<file path="config.mk">
export PLATFORM = sky130hd
export DESIGN_NAME = msbm_ram
export DESIGN_NICKNAME = d
export VERILOG_FILES = /design/src/rtl/msbm_ram.sv
export SDC_FILE = /design/constraint.sdc
export NUM_CORES = 1
export LEC_CHECK = 0
export BUFFER_PORTS_ARGS = -buffer_cell sky130_fd_sc_hd__buf_2
export CORE_ASPECT_RATIO = 1.75
export CORE_MARGIN = 2
export CORE_UTILIZATION = 55
export DETAILED_ROUTE_END_ITERATION = 7
export PLACE_DENSITY = 0.73
export SYNTH_ARGS = -nofsm -noshare
export SYNTH_HDL_FRONTEND = slang
export SYNTH_SLANG_ARGS = --single-unit
</file>
<file path="constraint.sdc">
create_clock -name aclk -period 5.2 [get_ports aclk]
set_input_delay 0.52 -clock aclk [delete_from_list [all_inputs] [get_ports aclk]]
set_output_delay 0.52 -clock aclk [all_outputs]
set_load 0.05 [all_outputs]
</file>
<file path="src/rtl/msbm_ram.sv">
// ----------------------------------------------------------------------------
// msbm_ram: generic simple dual-port RAM
// One write port, one read port, read data registered.
// ----------------------------------------------------------------------------
module msbm_ram #(
    parameter int DATA_W = 8,
    parameter int DEPTH  = 16,
    localparam int ADDR_W = $clog2(DEPTH)
) (
    input  logic              aclk,
    input  logic              we,
    input  logic [ADDR_W-1:0] waddr,
    input  logic [DATA_W-1:0] wdata,
    input  logic [ADDR_W-1:0] raddr,
    output logic [DATA_W-1:0] rdata
);

    logic [DATA_W-1:0] mem [DEPTH];
    logic [DATA_W-1:0] rdata_reg;

    always_ff @(posedge aclk) begin
        if (we) begin
            mem[waddr] <= wdata;
        end
        rdata_reg <= mem[raddr];
    end

    assign rdata = rdata_reg;

endmodule

</file>
Word level (Yosys, flattened, before mapping)
Memory sizes are Yosys's and may differ from the RTL's. A register that Yosys moved wholly into a read port is not among the register bits. Cells that the tools add are included.

Muxes and demuxes: 2.

Operators with widths (number): 1-bit two-way mux (2).

Register bits: 0. RAM bits: 128. Input port bits: 18. Output and inout port bits: 8. Word-level logic and storage cells: 3. Memories kept: 1.

Memories: mem (words 16, width 8, rd ports 1, clocked after memory_dff 1, write ports 1, RTL line 18) `logic [DATA_W-1:0] mem [DEPTH];`.

Depth between registers and ports, before layout
Depth in word-level cells: 2. Gate-level depth with buffers: 5. Mapped depth without buffers: 3.

Worst setup path before layout
OpenSTA, ideal clock, no wires.

Kind: in2reg. From: input port waddr[2]. To: memory mem[0][0] (enable). Library setup time: 0.383 ns. Arrival time: 1.630 ns. Required time: 4.817 ns. Setup slack: 3.187 ns. Cell stages on the path: 2. Buffers on the path: 0. Cells stage by stage: or3b_2 nor3_1.

RTL lines: start: declaration (RTL line 12) `input logic [ADDR_W-1:0] waddr,`; end: declaration (RTL line 18).

No word-level cell before the write port.

Worst setup path after layout
From: input port waddr[2]. To: memory mem[0][7] (enable).

No word-level cell before the write port.

==> implementation parameters <==
Parameter                              Value

Placed design
  Count of input and output buffers    25
  Routability congestion estimate    ~0.74
  HPWL reported at the end of detailed placement    between 5000 and 6000 um

Route
  Via total after detailed routing    about 2400
  Routed Wire Length    9270 um
  First-pass DRT Iterations    4
  Initial drt markers    161
  Via-per-instance ratio    a little under 6
  Per-cell routed wire length    23.3 um
  Routed metal-1 wire length    approximately 3600 um
  Post-route DRC    0
  Number of nets still failing antenna checks after routing    0
  DR WL met2    a little over 5000 um
  Highest metal layer used by the detailed router    met4
  Met3 routed WL    444 um

Global route
  Global router's overall resource usage    0.201
  Global-route wire length before repair    between 10000 and 15000 um
  Maximum number of pins on one net before global-route repair    33
  Vias in the first global route    approximately 2500
  Total grt overflow    0
  Antenna violations before repair    0

Pwr
  Power, Total    between 2000 and 3000 uW
  Sw Share    0.201
  Power share of the combinational group    0.050
  Clock network power share    0.473
  Peak supply drop    between 400 and 500 uV
  Internal power consumption    between 2000 and 2500 uW
  Register share of total power    0.477
  Switch Pwr    518 uW
  Areal power density over the cells    between 400 and 500 mW/mm^2
  Leakage power total    0.00199 uW

Clocking
  Buffer levels on the longest clock path    2
  Library cell used as clock root buffer    sky130_fd_sc_hd__clkbuf_16
  H-tree lvl count    4
  CTS tree    done
  Clock slew at the register clock pins of the worst setup and hold paths    0.06 ns
  Clock network latency to the later pin of the worst-skew pair    0.42 ns
  Count of clock tree sinks    136
  Cts-stage hold buffer count    0
  Number of gates resized after CTS    0
  Number of buffers inserted during clock tree synthesis    17
  Postcts setup bufs    0

Logic synthesis
  Number of warnings reported in the yosys synthesis log    0
  Portion of the post-synthesis area used by sequential elements    0.778
  Total standard cell area after synthesis    between 0.005 and 0.006 sq mm
  Cells after synthesis    roughly 230
  Avg Inst Size Synth    between 20 and 25 sq um
  Number of storage elements in the synthesis netlist    roughly 140
  Synthesized net count    247
  Distinct cell type count of the synthesized netlist    19

Floorplan
  Boundary Pins    26
  Std-Cell Rows    between 40 and 50
  Die Wd    approximately 77 um
  Core outline area    0.00909 sq mm
  Die Y-Extent    roughly 130 um
  Overall die area    between 0.01 and 0.015 sq mm
  Effective utilization at floorplan    0.566

Layout
  Ant. Diodes    0
  Area added between synthesis and finish    15.9%
  Fraction of final layout cells with drive strength greater than 1    0.270
  Final core utilization    0.656
  Nets    around 280
  Flip-flop count of the largest register after layout    between 100 and 150

Worst setup path
  Largest fanout on the critical path    8
  Critical Path Start Type    input port
  Biggest cell delay along the critical path    0.97 ns
  Slowest stage cell, crit path    sky130_fd_sc_hd__nor3_1
  Worst EP required    between 5 and 6 ns
  CP Buf/Inv Count    1
  Family with the most delay on the worst path    simple AND/OR/NAND/NOR gates
  Critical path data arrival time    roughly 2.1 ns
  Critical path class    in2reg
  Category of the worst setup path capture point    flip-flop
  Cell breakdown of the critical path    buf_2 > or3b_2 > nor3_1

STA
  Final hold vios    0
  Measured slew at the worst slew-check pin    between 1 and 1.5 ns
  F_max    477 MHz
  Post-route clock period utilization    0.403
  Max Transition Viols Final    0
  Final setup violation count    0
  RSZ-0062 raised after global routing    no
  Worst hold slack after final layout    roughly 0.48 ns
  Worst clock skew    around 0.019 ns
  Setup total negative slack    0 ns
  Headroom to the max-slew limit    0.164
  Fin crit period    between 2 and 2.5 ns

Flow run
  Maximum Capacitance Violations    0

Run status
  Status    finished clean

Hold path
  Class of the tightest hold or removal check    in2reg
metal layers:
layer  up-vias  GRT usage
met5         -          0
met4         0     0.0972
met3        14     0.0637
met2        88      0.333
met1      1223      0.238
li1       1046          -
synthesized netlist by cell type:
cell type / count / area [sq um]
sky130_fd_sc_hd__nand3b_1: 2 / 15.0
sky130_fd_sc_hd__buf_4: 1 / 7.51
sky130_fd_sc_hd__buf_6: 3 / 33.8
sky130_fd_sc_hd__and2b_1: 1 / 7.51
sky130_fd_sc_hd__or3b_2: 1 / 8.76
sky130_fd_sc_hd__buf_2: 3 / 15.0
sky130_fd_sc_hd__nor2b_1: 1 / 6.26
sky130_fd_sc_hd__dfxtp_1: 8 / 160
sky130_fd_sc_hd__mux4_1: 14 / 368
sky130_fd_sc_hd__a22oi_1: 16 / 120
sky130_fd_sc_hd__nor3_1: 4 / 20.0
sky130_fd_sc_hd__clkdlybuf4s25_2: 3 / 30.0
sky130_fd_sc_hd__edfxtp_1: 128 / 3840
sky130_fd_sc_hd__nand3_1: 1 / 5.00
sky130_fd_sc_hd__mux4_2: 18 / 405
sky130_fd_sc_hd__nor2_1: 13 / 48.8
sky130_fd_sc_hd__nand2b_1: 2 / 12.5
sky130_fd_sc_hd__nand2_1: 9 / 33.8
sky130_fd_sc_hd__and2_1: 1 / 6.26
logic make-up (layout without fill, tap and decap cells):
logic type,after synthesis,count (layout),share of synthesized area
compound gates,16,16,0.0233
buf+inv,10,59,0.0168
flops,136,136,0.778
mux,32,32,0.150
simple gates,35,35,0.0318
cell usage in the layout (no fill, tap or decap), drive strengths merged:
cell | Yosys | layout
or3b | 1 | 1
and2b | 1 | 1
nand3 | 1 | 1
clkinvlp | 0 | 3
nor3 | 4 | 4
nand2 | 9 | 9
and2 | 1 | 1
nand2b | 2 | 2
nand3b | 2 | 2
a22oi | 16 | 16
mux4 | 32 | 32
edfxtp | 128 | 128
clkbuf | 0 | 18
nor2 | 13 | 13
dfxtp | 8 | 8
clkinv | 0 | 7
buf | 7 | 27
bufinv | 0 | 4
nor2b | 1 | 1
through the flow:
stage                     cell area [sq um]  cells  worst slack (ns)
after floorplan                        5150    229              3.19
after global placement                 5360    366              2.66
after detailed placement               5360    366              2.65
after CTS                              5970    398              3.09
after global routing                   5970    398              3.01
final                                  5970    398              3.10
worst reg2reg max path: cells and delay by family, from the launching register on:
| kind | cells | cell delay, ns |
|---|---|---|
| mux | 1 | 0.49 |
| flops | 1 | 0.38 |
| compound gates | 1 | 0.25 |
| simple gates | 1 | 0.11 |
path summary, 6_finish.rpt:
kind / from / to / slack [ns] / cells past startpoint
setup / recovery: waddr[2] / mem[0][7] / 3.10 / 3
hold / removal: wdata[4] / mem[8][4] / 0.48 / 1
hold reg to reg: mem[14][2] / rdata[2] / 0.66 / 3
setup reg to reg: mem[3][7] / rdata[7] / 3.84 / 3
area by class of cell:
type	instances	area [sq um]
sequential	136	4000
fill	638	3130
multi-input combinational	83	1060
clock buffer	18	429
clock inverter	14	181
tap	120	150
timing repair buffer	27	140
power groups by stage:
stage | clock [uW] | combinational [uW] | sequential [uW]
after floorplan | 0 | 62.2 | 1280
after global placement | 0 | 128 | 1250
after detailed placement | 0 | 131 | 1260
after CTS | 1240 | 131 | 1230
after global routing | 1290 | 139 | 1230
final | 1220 | 129 | 1230
No activity file was read; power rests on OpenSTA's default activity.
