$ cat config.mk
export PLATFORM = sky130hd
export DESIGN_NAME = msbm_depth_tbl
export DESIGN_NICKNAME = d
export VERILOG_FILES = /design/src/rtl/msbm_pkg.sv /design/src/rtl/msbm_ram.sv /design/src/rtl/msbm_depth_tbl.sv
export SDC_FILE = /design/constraint.sdc
export NUM_CORES = 1
export LEC_CHECK = 0
export CAP_MARGIN = 15
export CORE_ASPECT_RATIO = 0.9
export CORE_UTILIZATION = 35
export DETAILED_ROUTE_END_ITERATION = 10
export DONT_BUFFER_PORTS = 1
export PLACE_DENSITY = 0.55
export RECOVER_POWER = 100
export SLEW_MARGIN = 10
export SYNTH_ARGS = -nofsm -noshare
export SYNTH_HDL_FRONTEND = slang
export SYNTH_HIERARCHICAL = 1
export SYNTH_SLANG_ARGS = --single-unit
$ cat constraint.sdc
create_clock -name aclk -period 3.72 [get_ports aclk]
set_input_delay 0.372 -clock aclk [delete_from_list [all_inputs] [get_ports aclk]]
set_output_delay 0.372 -clock aclk [all_outputs]
set_load 0.01 [all_outputs]
$ cat src/rtl/msbm_pkg.sv
// ----------------------------------------------------------------------------
// msbm_pkg: shared types and constants for the multi-stack block mover
// Sizes of the stack store, field widths, operation and status codes.
// ----------------------------------------------------------------------------
package msbm_pkg;

    localparam int NUM_STACKS  = 16;
    localparam int STACK_DEPTH = 128;

    localparam int STK_W   = $clog2(NUM_STACKS);
    localparam int DEPTH_W = $clog2(STACK_DEPTH + 1);
    localparam int ADDR_W  = $clog2(NUM_STACKS * STACK_DEPTH);
    localparam int SUM_W   = ((DEPTH_W > 8) ? DEPTH_W : 8) + 1;

    typedef logic [STK_W-1:0]   stk_idx_t;
    typedef logic [DEPTH_W-1:0] depth_t;
    typedef logic [ADDR_W-1:0]  addr_t;
    typedef logic [SUM_W-1:0]   sum_t;

    // operation codes
    localparam logic [1:0] FN_PUSH = 2'd0;
    localparam logic [1:0] FN_MOVE = 2'd1;
    localparam logic [1:0] FN_PEEK = 2'd2;

    // status codes
    localparam logic [1:0] ST_OK    = 2'd0;
    localparam logic [1:0] ST_UNDER = 2'd1;
    localparam logic [1:0] ST_OVER  = 2'd2;
    localparam logic [1:0] ST_BAD   = 2'd3;

    localparam logic [7:0] EMPTY_MARK = 8'd32;

    // access to the depth table
    typedef struct packed {
        logic     we;
        stk_idx_t waddr;
        depth_t   wdata;
        stk_idx_t raddr;
    } dtbl_req_t;

endpackage

$ cat src/rtl/msbm_ram.sv
// ----------------------------------------------------------------------------
// msbm_ram: generic simple dual-port RAM
// One write port, one read port, read data registered.
// ----------------------------------------------------------------------------
module msbm_ram #(
    parameter int DATA_W = 8,
    parameter int DEPTH  = 16,
    localparam int ADDR_W = $clog2(DEPTH)
) (
    input  logic              aclk,
    input  logic              we,
    input  logic [ADDR_W-1:0] waddr,
    input  logic [DATA_W-1:0] wdata,
    input  logic [ADDR_W-1:0] raddr,
    output logic [DATA_W-1:0] rdata
);

    logic [DATA_W-1:0] mem [DEPTH];
    logic [DATA_W-1:0] rdata_reg;

    always_ff @(posedge aclk) begin
        if (we) begin
            mem[waddr] <= wdata;
        end
        rdata_reg <= mem[raddr];
    end

    assign rdata = rdata_reg;

endmodule

$ cat src/rtl/msbm_depth_tbl.sv
// ----------------------------------------------------------------------------
// msbm_depth_tbl: per-stack depth counts
// RAM of depth counts with one valid flag per stack; a stack never written
// since reset reads as empty.
// ----------------------------------------------------------------------------
module msbm_depth_tbl (
    input  logic                aclk,
    input  logic                aresetn,
    input  msbm_pkg::dtbl_req_t req,
    output msbm_pkg::depth_t    rdata
);

    logic                     vld_reg [msbm_pkg::NUM_STACKS];
    logic                     vld_rd_reg;
    msbm_pkg::depth_t         ram_q;

    msbm_ram #(
        .DATA_W (msbm_pkg::DEPTH_W),
        .DEPTH  (msbm_pkg::NUM_STACKS)
    ) u_ram (
        .aclk   (aclk),
        .we     (req.we),
        .waddr  (req.waddr),
        .wdata  (req.wdata),
        .raddr  (req.raddr),
        .rdata  (ram_q)
    );

    always_ff @(posedge aclk) begin
        if (!aresetn) begin
            for (int i = 0; i < msbm_pkg::NUM_STACKS; i++) begin
                vld_reg[i] <= 1'b0;
            end
            vld_rd_reg <= 1'b0;
        end else begin
            if (req.we) begin
                vld_reg[req.waddr] <= 1'b1;
            end
            vld_rd_reg <= vld_reg[req.raddr];
        end
    end

    assign rdata = vld_rd_reg ? ram_q : '0;

endmodule

### Yosys cells after proc, flatten, opt, wreduce, memory -nomap -nowiden

Memories as Yosys holds them, arrays and structs flattened. A register that Yosys moved wholly into a read port is not among the register bits.
Index checks and enable logic that the tools add are counted.

| word-level totals | value |
|---|---|
| flip-flop bits (word level) | 0 |
| memory bits (writable) | 144 |
| bits of input ports | 19 |
| output and inout bits | 8 |
| word-level logic and storage cells | 13 |
| memories | 2 |

| cells by class | value |
|---|---|
| mux-type cells | 9 |
| reductions and logical operators | 2 |

Memory list:

| memory | depth | bits a word | read ports | clocked after Yosys merged registers in | write ports | line | RTL |
|---|---|---|---|---|---|---|---|
| u_ram.mem | 16 | 8 | 1 | 1 | 1 | msbm_ram.sv:18 | `logic [DATA_W-1:0] mem [DEPTH];` |
| vld_reg | 16 | 1 | 1 | 1 | 16 | msbm_depth_tbl.sv:13 | `logic vld_reg [msbm_pkg::NUM_STACKS];` |

Operators by type and width:

| cell | number |
|---|---|
| 8-bit 2-to-1 mux | 1 |
| 1-bit 2-to-1 mux | 7 |
| 4-bit 2-to-1 mux | 1 |
| 1-bit logical NOT | 1 |
| 1-bit OR reduction | 1 |

### Depth between registers and ports, before layout

Gate-level depths: netlist (run 1).

| depth | value |
|---|---|
| word-level depth | 5 |
| mapped depth | 5 |
| gate-level depth less buffers | 4 |

### By module

Netlist (run 1), hierarchy kept.

By module, submodules not included:

| module | times used | cells each | area an instance (µm²) | seq. area each (µm²) |
|---|---|---|---|---|
| msbm_ram | 1 | 229 | 5147.4 | 4003.8 |
| msbm_depth_tbl | 1 | 83 | 777.0 | 340.3 |

### Worst setup path before layout (run 1)

Ideal clock, no wire load.

| path | value |
|---|---|
| path type | input to register |
| start point | input req[14] in the netlist's numbering |
| end point | memory u_ram.mem[0][0] (enable) |
| setup time | 383 ps |
| data arrival time | 1482 ps |
| setup slack | 1855 ps |
| stages on the path | 2 |
| path buffers | 0 |
| cells stage by stage | or3b_2 > nor3_1 |

RTL lines:

| item | line | RTL |
|---|---|---|
| start, declared | msbm_depth_tbl.sv:9 | `input msbm_pkg::dtbl_req_t req,` |
| end, declared | msbm_ram.sv:18 |  |

No word-level cell before the write port.

### Worst setup path after layout (run 1)

| path | value |
|---|---|
| start point | input req[14] in the netlist's numbering |
| end point | memory u_ram.mem[0][5] (enable) |

No word-level cell before the write port.

==> metrics.md, run 1 <==
| Metric | Value |
|---|---|
| Status | complete, but fails checks |
| Failing checks | DRC |
| Yosys cell types | 34 |
| CTS max path bufs | 2 |
| Max VDD drop | 384 µV |
| Antenna-violating nets left | 0 |
| Commonest non-fill, non-tap cells in the layout | edfxtp_1, dfxtp_1, clkbuf_16 |
| Initial drt markers | 254 |
| Post-layout power | 3.81 mW |
| CTS tree | built |
| Drt pass-1 iters | 8 |
| WL/cell | 21.8 µm |
| Die width | 139 µm |
| DP HPWL | 7.33 mm |
| # rows | 44 |
| Final instance area | 6730 µm² |
| Clk_skew | 0.0126 ns |
| Slowest stage delay, CP | 0.52 ns |
| Crit path cell chain | or3b_2, nor3_1, clkbuf_1 |
| Fin util | 0.412 |
| Clock network fraction of total power | 0.468 |
| Fmax | 635 MHz |
| Int Pwr | 3.09 mW |
| Register area share after synthesis | 0.733 |
| Largest register FFs | 128 |
| Clk_lat worst skew | 0.42 ns |
| Mapped Nets | 331 |
| Avg Synthesized Cell Area | 19.0 µm² |
| Crit Path Class | input port to flop |
| Static leakage | 2.17 nW |
| Via-per-instance ratio | 5.14 |
| NetSw | 716 µW |
| GRT overflow | 0 |
| Die ar. | 17500 µm² |
| Via count | 2782 |
| Setup violators final | 0 |
| Max stage delay cell, worst path | clkbuf_1 |
| Final #Nets | 340 |
| Cts hold-fix bufs | 0 |
| Arrival time worst endpoint | 1.62 ns |
| CTS root buffer | clkbuf_16 |
| Worst slack, placed | 1.82 ns |
| Cells after Synth | 312 |
| Synth warnings | 6 |
| Setup Fix Bufs, Post-CTS | 0 |
| Core footprint | 16400 µm² |
| Commonest non-fill, non-tap cell in the layout | edfxtp_1 |
| WHS | 0.0418 ns |
| Rel. slew slack | 0.135 |
| Post-DP Area | 6090 µm² |
| Worst path required time | 3.77 ns |
| Worst min path class | input port to flop |
| CTS Buf Count | 17 |
| IO Pins | 27 |
| Proportion of layout cells with a drive suffix above 1 | 0.159 |
| Final WL | 11.8 mm |
| RSZ-0062 raised after global routing | false |
| Yosys reg bits | 153 |
| Fin cells | 541 |
| # DRC | 3 |
| ANT cells | 0 |
| Worst-path fanout max | 8 |
| H-Tree Depth | 4 |
| Port bufs | 0 |
| CP Launch Type | input port |
| Synth-to-layout area growth | 13.6% |
| Reg clk slew, reported paths | 0.06 ns |
| Switching Share | 0.188 |
| Fin crit share | 0.423 |
| CTS sink cnt | 153 |
| Sequential power share | 0.502 |
| GR Util All Layers | 0.148 |
| Post-Syn Area | 5920 µm² |
| Worst-margin pin slew | 1.29 ns |
| Combinational share of power | 0.030 |
| Inst Count DP | 508 |
| Die height | 125 µm |
| Largest net degree at the start of global routing | 39 |
| Final GP Congestion | 0.786 |
| Starting Density | 0.362 |
| Antenna violations before repair | 0 |
| Resized Gates After CTS | 0 |
| Vias in the first global route | 2865 |
| Hold Fails Final Rpt | 0 |
| First-pass GRT wire length | 18.0 mm |
| Fin. max-slew vios | 0 |
| Pwr dens | 566 nW/µm² |
| Final worst setup slack | 2.14 ns |
| Setup TNS | 0 ns |
| Crit end category | flop |
| Minimum clock period | 1.58 ns |
| Max-cap check violation count | 0 |
==> critical path: cells and delay by family <==
| kind | cells | cell delay, ns |
|---|---|---|
| buffers and inverters | 1 | 0.52 |
| and+or+nand+nor | 2 | 0.72 |
==> power by group through the flow <==
stage | Combinational [mW] | Clock, mW | Sequential [mW]
2_1_floorplan | 0.111 | 0 | 1.94
3_3_place_gp | 0.116 | 0 | 1.95
3_5_place_dp | 0.117 | 0 | 1.95
6_report | 0.114 | 1.78 | 1.91
4_1_cts | 0.117 | 1.82 | 1.91
5_1_grt | 0.125 | 1.89 | 1.91
==> cell usage after synthesis <==
library cell / instances / area (µm²)
or3b_2: 1 / 8.76
o31ai_1: 2 / 15.0
mux2_2: 1 / 11.3
and2_1: 9 / 56.3
o311ai_1: 1 / 8.76
clkbuf_1: 1 / 3.75
a31oi_1: 1 / 6.26
nand4_1: 1 / 6.26
buf_4: 1 / 7.51
mux2i_1: 3 / 30.0
nand2_1: 19 / 71.3
nand3b_1: 5 / 37.5
nand3_1: 2 / 10.0
and2b_1: 1 / 7.51
nor2_1: 17 / 63.8
nor2b_1: 5 / 31.3
buf_1: 1 / 3.75
o21ai_0: 6 / 30.0
o22ai_1: 1 / 6.26
nor3_1: 5 / 25.0
mux4_1: 14 / 368
edfxtp_1: 128 / 3840
nand4b_1: 1 / 8.76
nand2b_1: 6 / 37.5
a22oi_1: 16 / 120
buf_2: 3 / 15.0
buf_6: 4 / 45.0
o211ai_1: 1 / 7.51
o21a_1: 6 / 45.0
clkdlybuf4s25_2: 3 / 30.0
mux4_2: 20 / 450
dfxtp_1: 25 / 500
nor3b_1: 1 / 7.51
a21oi_1: 1 / 5.00
==> metal layers <==
metal | up-vias | routed length, µm | track usage
met4 | 0 | 118 | 0.0529
met1 | 1414 | 5240 | 0.196
met3 | 9 | 809 | 0.0490
li1 | 1286 | - | -
met2 | 73 | 5630 | 0.227
met5 | - | 0 | 0
==> final timing paths <==
kind                    from                to  slack [ns]  cells past startpoint
min                   req[5]  u_ram/mem[13][1]        0.04                      0
min reg2reg      vld_reg[13]       vld_reg[13]        0.46                      2
max reg2reg  u_ram/mem[3][6]    u_ram/rdata[6]        2.23                      3
max                  req[14]   u_ram/mem[0][5]        2.14                      3
==> kinds of logic (layout without fill, tap and decap cells) <==
family,Yosys count,count (layout),share of synthesized area
flip-flops,153,153,0.733
AND/OR/NAND/NOR,73,73,0.0627
multiplexers,38,38,0.145
AO/OA/AOI/OAI,35,35,0.0412
buffers and inverters,13,35,0.0177
==> area by class of cell <==
class                           count  area (µm²)
Fill cell                        1435        9620
Multi-Input combinational cell    146        1480
Clock buffer                       24         567
Clock inverter                      8        72.6
Sequential cell                   153        4340
Tap cell                          207         259
Timing Repair Buffer                3        11.3
Note: power is estimated with default switching activity, not from simulation.
==> run 2, diff against run 1 <==
--- a/config.mk
+++ b/config.mk
@@ -10,7 +10,7 @@
 export CORE_UTILIZATION = 35
 export DETAILED_ROUTE_END_ITERATION = 10
 export DONT_BUFFER_PORTS = 1
-export PLACE_DENSITY = 0.55
+export PLACE_DENSITY = 0.57
 export RECOVER_POWER = 100
 export SLEW_MARGIN = 10
 export SYNTH_ARGS = -nofsm -noshare
==> constraint.sdc (replaced) <==
create_clock -name aclk -period 1.3 [get_ports aclk]
set_input_delay 0.13 -clock aclk [delete_from_list [all_inputs] [get_ports aclk]]
set_output_delay 0.13 -clock aclk [all_outputs]
set_load 0.01 [all_outputs]
==> run 2 against run 1 <==
  * The flow finishes with violations (DRC, hold timing, setup timing)
  * Via count increased by 9.0%
  * Sequential share of layout area decreased by 2.8 points
  * Critical path depth unchanged
  * Hold slack got worse by 0.064 ns
  * Clock power increased to 2.7 times the previous value
  * Clock skew decreased by 0.0021 ns
  * Flip-flop and latch count unchanged
  * Global-route usage increased by 0.74 points
  * Largest power group unchanged
  * Highest routed layer unchanged
==> metrics.md, run 2 (synthesis gave the netlist of run 1 again) <==
| Metric | Value |
|---|---|
| Crit path cell chain | mux4_2, a22oi_2, nand2_1 |
| Reg clk slew, reported paths | 0.06 ns |
| RSZ-0062 raised after global routing | true |
| CTS root buffer | clkbuf_16 |
| Starting Density | 0.362 |
| Antenna violations before repair | 0 |
| ANT cells | 0 |
| Die height | 125 µm |
| NetSw | 2.15 mW |
| Via-per-instance ratio | 5.18 |
| Worst slack, placed | -0.142 ns |
| Worst path required time | 1.59 ns |
| Synth-to-layout area growth | 18.7% |
| Worst min path class | input port to flop |
| Commonest non-fill, non-tap cells in the layout | edfxtp_1, mux4_2, dlygate4sd3_1 |
| Combinational share of power | 0.044 |
| CTS tree | built |
| Commonest non-fill, non-tap cell in the layout | edfxtp_1 |
| CTS max path bufs | 2 |
| Final WL | 12.7 mm |
| Crit end category | flop |
| Reg2Reg Launch Point | u_ram/mem[7][6] |
| Final worst setup slack | -0.00750 ns |
| Max-cap check violation count | 0 |
| Hold Path End | vld_reg[8] |
| Antenna-violating nets left | 0 |
| Clock network fraction of total power | 0.449 |
| Final instance area | 7030 µm² |
| Clk_skew | 0.0105 ns |
| Die width | 139 µm |
| Minimum clock period | 1.31 ns |
| Switching Share | 0.199 |
| Initial drt markers | 158 |
| Sequential power share | 0.507 |
| Arrival time worst endpoint | 1.60 ns |
| Status | complete, but fails checks |
| Crit Path Class | flop to flop |
| WL/cell | 21.6 µm |
| Port bufs | 0 |
| Post-DP Area | 6230 µm² |
| Proportion of layout cells with a drive suffix above 1 | 0.196 |
| DP HPWL | 7.20 mm |
| # fillers | 1429 |
| # rows | 44 |
| # DRC | 2 |
| Failing checks | DRC, hold timing, setup timing |
| GRT overflow | 0 |
| First-pass GRT wire length | 19.4 mm |
| Static leakage | 2.24 nW |
| Largest register FFs | 128 |
| Worst-margin pin slew | 0.959 ns |
| Fin crit share | 1.01 |
| WHS | -0.0223 ns |
| IO Pins | 27 |
| R2R depth | 3 |
| Hold Path Origin | aresetn |
| Fin. max-slew vios | 0 |
| Register area | 4340 µm² |
| Rel. slew slack | 0.358 |
| Final GP Congestion | 0.691 |
| Die ar. | 17500 µm² |
| Worst-path fanout max | 1 |
| RR Endpoint | u_ram/rdata[6] |
| GR Util All Layers | 0.155 |
| Clk_lat worst skew | 0.41 ns |
| Max stage delay cell, worst path | mux4_2 |
| Final #Nets | 384 |
| Hold Fails Final Rpt | 1 |
| H-Tree Depth | 4 |
| Drt pass-1 iters | 9 |
| Vias in the first global route | 3151 |
| Int Pwr | 8.65 mW |
| Fmax | 765 MHz |
| Pwr dens | 1540 nW/µm² |
| Hold path depth | 2 |
| Max VDD drop | 908 µV |
| Multi-input gate area | 1480 µm² |
| Slowest stage delay, CP | 0.51 ns |
| CP Launch Type | flop |
| CTS sink cnt | 153 |
| Via count | 3033 |
| CTS Buf Count | 17 |
| Setup violators final | 1 |
| Core footprint | 16400 µm² |
| Reg2Reg Setup Slack | -0.007 ns |
| Largest net degree at the start of global routing | 39 |
==> run 2: per-stage QoR <==
stage	instances	util	hold slack (ns)	TNS (ns)	power, mW
2_1_floorplan	312	-	0.229	-2.94	5.88
3_3_place_gp	523	0.381	0.230	-0.434	5.91
3_5_place_dp	523	0.381	0.230	-0.483	5.92
4_1_cts	586	0.438	0.00685	-0.0468	10.9
5_1_grt	585	0.430	0.00142	-0.297	11.2
6_report	585	0.430	-0.0223	-0.00750	10.8
==> run 2: cell type report <==
class                   count  share of cell area
clock inverters            15              0.0226
multi-input cells         146               0.210
repair buffers             47              0.0527
well taps                 207              0.0368
clock buffers              17              0.0605
flip-flops and latches    153               0.618
==> run 2: worst max path at each step <==
| stage | to | start | cells after the start |
|---|---|---|---|
| final | u_ram/rdata[6] | u_ram/mem[7][6] | 3 |
| after floorplan | u_ram/mem[3][0] | req[14] | 2 |
| after global placement | u_ram/rdata[6] | u_ram/mem[3][6] | 4 |
| after global routing | u_ram/rdata[6] | u_ram/mem[7][6] | 3 |
| after detailed placement | u_ram/rdata[6] | u_ram/mem[3][6] | 4 |
| after CTS | u_ram/rdata[6] | u_ram/mem[7][6] | 3 |
==> run 2: what timing repair did <==
action,in CTS,in global routing
pin swaps,7,12
hold buffers,31,1
resized for setup,13,12
hold endpoints to repair,146,2
endpoints found under the setup margin,9,17
buffers inserted,1,0
cloned,0,0
==> run 2: critical path, delay by kind of cell (launching register included) <==
kind / cells / cell delay (ns)
muxes: 1 / 0.51
and+or+nand+nor: 1 / 0.10
AOI/OAI and AO/OA: 1 / 0.22
DFF: 1 / 0.37
==> run 2: power groups by stage <==
stage / Combinational (mW) / Clock [mW] / Sequential [mW]
global placement: 0.338 / 0 / 5.57
floorplan: 0.319 / 0 / 5.56
global route: 0.513 / 5.16 / 5.49
CTS: 0.478 / 4.92 / 5.48
finish: 0.477 / 4.84 / 5.48
detailed placement: 0.341 / 0 / 5.58
==> run 2: per-layer routing <==
layer  GRT usage  share of wire  up-vias  wire length (µm)
met2       0.230           0.44       76              5610
li1            -              -     1366                 -
met4      0.0471         0.0075        0                95
met1       0.219           0.49     1582              6250
met5           0              0        -                 0
met3      0.0467          0.056        9               707
==> run 3, diff against run 2 <==
--- a/config.mk
+++ b/config.mk
@@ -7,11 +7,12 @@
 export LEC_CHECK = 0
 export CAP_MARGIN = 15
 export CORE_ASPECT_RATIO = 0.9
-export CORE_UTILIZATION = 35
+export CORE_UTILIZATION = 56
 export DETAILED_ROUTE_END_ITERATION = 10
 export DONT_BUFFER_PORTS = 1
-export PLACE_DENSITY = 0.57
+export PLACE_DENSITY = 0.8
 export RECOVER_POWER = 100
+export SETUP_SLACK_MARGIN = 0.4
 export SLEW_MARGIN = 10
 export SYNTH_ARGS = -nofsm -noshare
 export SYNTH_HDL_FRONTEND = slang
==> run 3 against run 2 <==
  * The flow now finishes without violations
  * Global-route usage increased by 8.2 points
  * First-iteration DRC count increased by 85%
  * Worst setup slack improved by 0.030 ns
  * Flip-flop and latch count unchanged
  * Via count increased by 2.6%
  * Utilization increased by 23 points
==> metrics.md, run 3 (synthesis gave the netlist of run 1 again) <==
| Metric | Value |
|---|---|
| RSZ-0062 raised after global routing | true |
| Int Pwr | 8.56 mW |
| Arrival time worst endpoint | 1.56 ns |
| # rows | 35 |
| Post-DP Area | 6200 µm² |
| Hold Path Origin | req[13] |
| # DRC | 0 |
| CTS sink cnt | 153 |
| Final instance area | 6790 µm² |
| Synth-to-layout area growth | 14.7% |
| Reg2Reg Setup Slack | 0.02 ns |
| Final #Nets | 365 |
| Minimum clock period | 1.28 ns |
| DP HPWL | 7.14 mm |
| Fmax | 783 MHz |
| Vias in the first global route | 3142 |
| Static leakage | 2.19 nW |
| Post-layout power | 10.8 mW |
| Status | completed |
| First-pass GRT wire length | 18.7 mm |
| Final WL | 12.0 mm |
| Pwr dens | 1590 nW/µm² |
| Max-cap check violation count | 0 |
| Fin cells | 488 |
| Setup violators final | 0 |
| Crit path cell chain | mux4_2, a22oi_2, nand2_1 |
| Drt pass-1 iters | 4 |
| CTS tree | built |
| Setup Fix Bufs, Post-CTS | 0 |
| WL/cell | 24.7 µm |
| Sequential power share | 0.508 |
| R2R depth | 3 |
| Fin crit share | 0.983 |
| Crit Path Class | flop to flop |
| Worst-path fanout max | 1 |
| Combinational share of power | 0.044 |
| Clock network fraction of total power | 0.447 |
| Final GP Congestion | 0.747 |
| Initial drt markers | 292 |
| Via count | 3113 |
| GR Util All Layers | 0.237 |
| Proportion of layout cells with a drive suffix above 1 | 0.220 |
| Max VDD drop | 1110 µV |
| CTS root buffer | clkbuf_16 |
| Largest net degree at the start of global routing | 39 |
| Max stage delay cell, worst path | mux4_2 |
| CTS Buf Count | 17 |
| Largest register FFs | 128 |
| Antenna-violating nets left | 0 |
| Setup TNS | 0 ns |
| Die width | 110 µm |
| H-Tree Depth | 4 |
| ANT cells | 0 |
| Commonest non-fill, non-tap cell in the layout | edfxtp_1 |
| RR Endpoint | u_ram/rdata[6] |
| Fin. max-slew vios | 0 |
| Switching Share | 0.206 |
| CTS max path bufs | 2 |
| Multi-input gate area | 1480 µm² |
| Via-per-instance ratio | 6.38 |
| Inst Count DP | 438 |
| CP Launch Type | flop |
| Die ar. | 11000 µm² |
| Hold path depth | 2 |
| IO Pins | 27 |
| Port bufs | 0 |
| Hold Fails Final Rpt | 0 |
| Worst min path class | input port to flop |
| Reg clk slew, reported paths | 0.06 ns |
| Worst path required time | 1.58 ns |
| Register area | 4350 µm² |
| Commonest non-fill, non-tap cells in the layout | edfxtp_1, mux4_2, dfxtp_1 |
| Crit end category | flop |
| Core footprint | 10200 µm² |
| Slowest stage delay, CP | 0.52 ns |
| Starting Density | 0.578 |
| Clk_lat worst skew | 0.41 ns |
| WHS | 0.0150 ns |
| Hold Path End | vld_reg[14] |
| Reg2Reg Launch Point | u_ram/mem[14][6] |
| GRT overflow | 0 |
| Worst-margin pin slew | 0.953 ns |
| Clk_skew | 0.0182 ns |
| Die height | 99.6 µm |
| Rel. slew slack | 0.363 |
| NetSw | 2.22 mW |
| Antenna violations before repair | 0 |
| # fillers | 712 |
==> run 3: changes by cell type in the layout (fill, tap and decap cells not counted), sizes merged <==
cell           delta
dlygate4sd3      -23
clkbuf            -3
clkdlybuf4s25     +8
clkinv            -5
clkinvlp          +1
bufinv            -1
inv               +3
dlymetal6s4s      +2
buf               -1
==> run 3: area by class of cell <==
| class | instances | area share |
|---|---|---|
| well taps | 129 | 0.0238 |
| clock inverters | 13 | 0.0214 |
| multi-input cells | 146 | 0.218 |
| repair buffers | 28 | 0.0324 |
| flip-flops and latches | 153 | 0.640 |
| clock buffers | 19 | 0.0652 |
==> run 3: routing by layer <==
metal / up-vias / track usage / part of all wire
li1: 1329 / - / -
met1: 1620 / 0.341 / 0.42
met2: 150 / 0.378 / 0.50
met3: 14 / 0.0524 / 0.081
met4: 0 / 0.0544 / 0.0081
met5: - / 0 / 0
==> run 3: worst max-delay path: cells and delay by family, from the launching register on <==
kind,cells,cell delay (ns)
AND/OR/NAND/NOR,1,0.08
flip-flops,1,0.37
AO/OA/AOI/OAI,1,0.17
multiplexers,1,0.52
==> run 3: power groups by stage <==
stage	clock (mW)	sequential (mW)	combinational [mW]
after detailed placement	0	5.58	0.364
after global routing	5.08	5.49	0.510
final	4.83	5.48	0.480
after CTS	4.91	5.48	0.515
after global placement	0	5.57	0.357
after floorplan	0	5.56	0.364
==> run 3: repair_timing <==
action | CTS | global route
hold buffers | 18 | 0
resized for setup | 20 | 19
endpoints found under the setup margin | 17 | 161
hold endpoints to repair | 145 | 0
pin swaps | 1 | 8
==> run 3: stage by stage <==
stage / utilization / setup slack, ns
floorplan: - / 0.0670
global placement: 0.605 / 0.0416
detailed placement: 0.605 / 0.0102
CTS: 0.687 / 0.0257
global route: 0.663 / -0.00960
finish: 0.663 / 0.0226
==> run 3: how the worst max path moves through the flow <==
stage	startpoint	endpoint	slack (ns)	cells after the start
3_5_place_dp	u_ram/mem[8][0]	u_ram/rdata[0]	0.01	3
2_1_floorplan	req[14]	u_ram/mem[0][0]	0.07	2
3_3_place_gp	u_ram/mem[7][3]	u_ram/rdata[3]	0.04	3
5_1_grt	u_ram/mem[7][1]	u_ram/rdata[1]	-0.01	3
4_1_cts	u_ram/mem[14][6]	u_ram/rdata[6]	0.03	3
6_report	u_ram/mem[14][6]	u_ram/rdata[6]	0.02	3
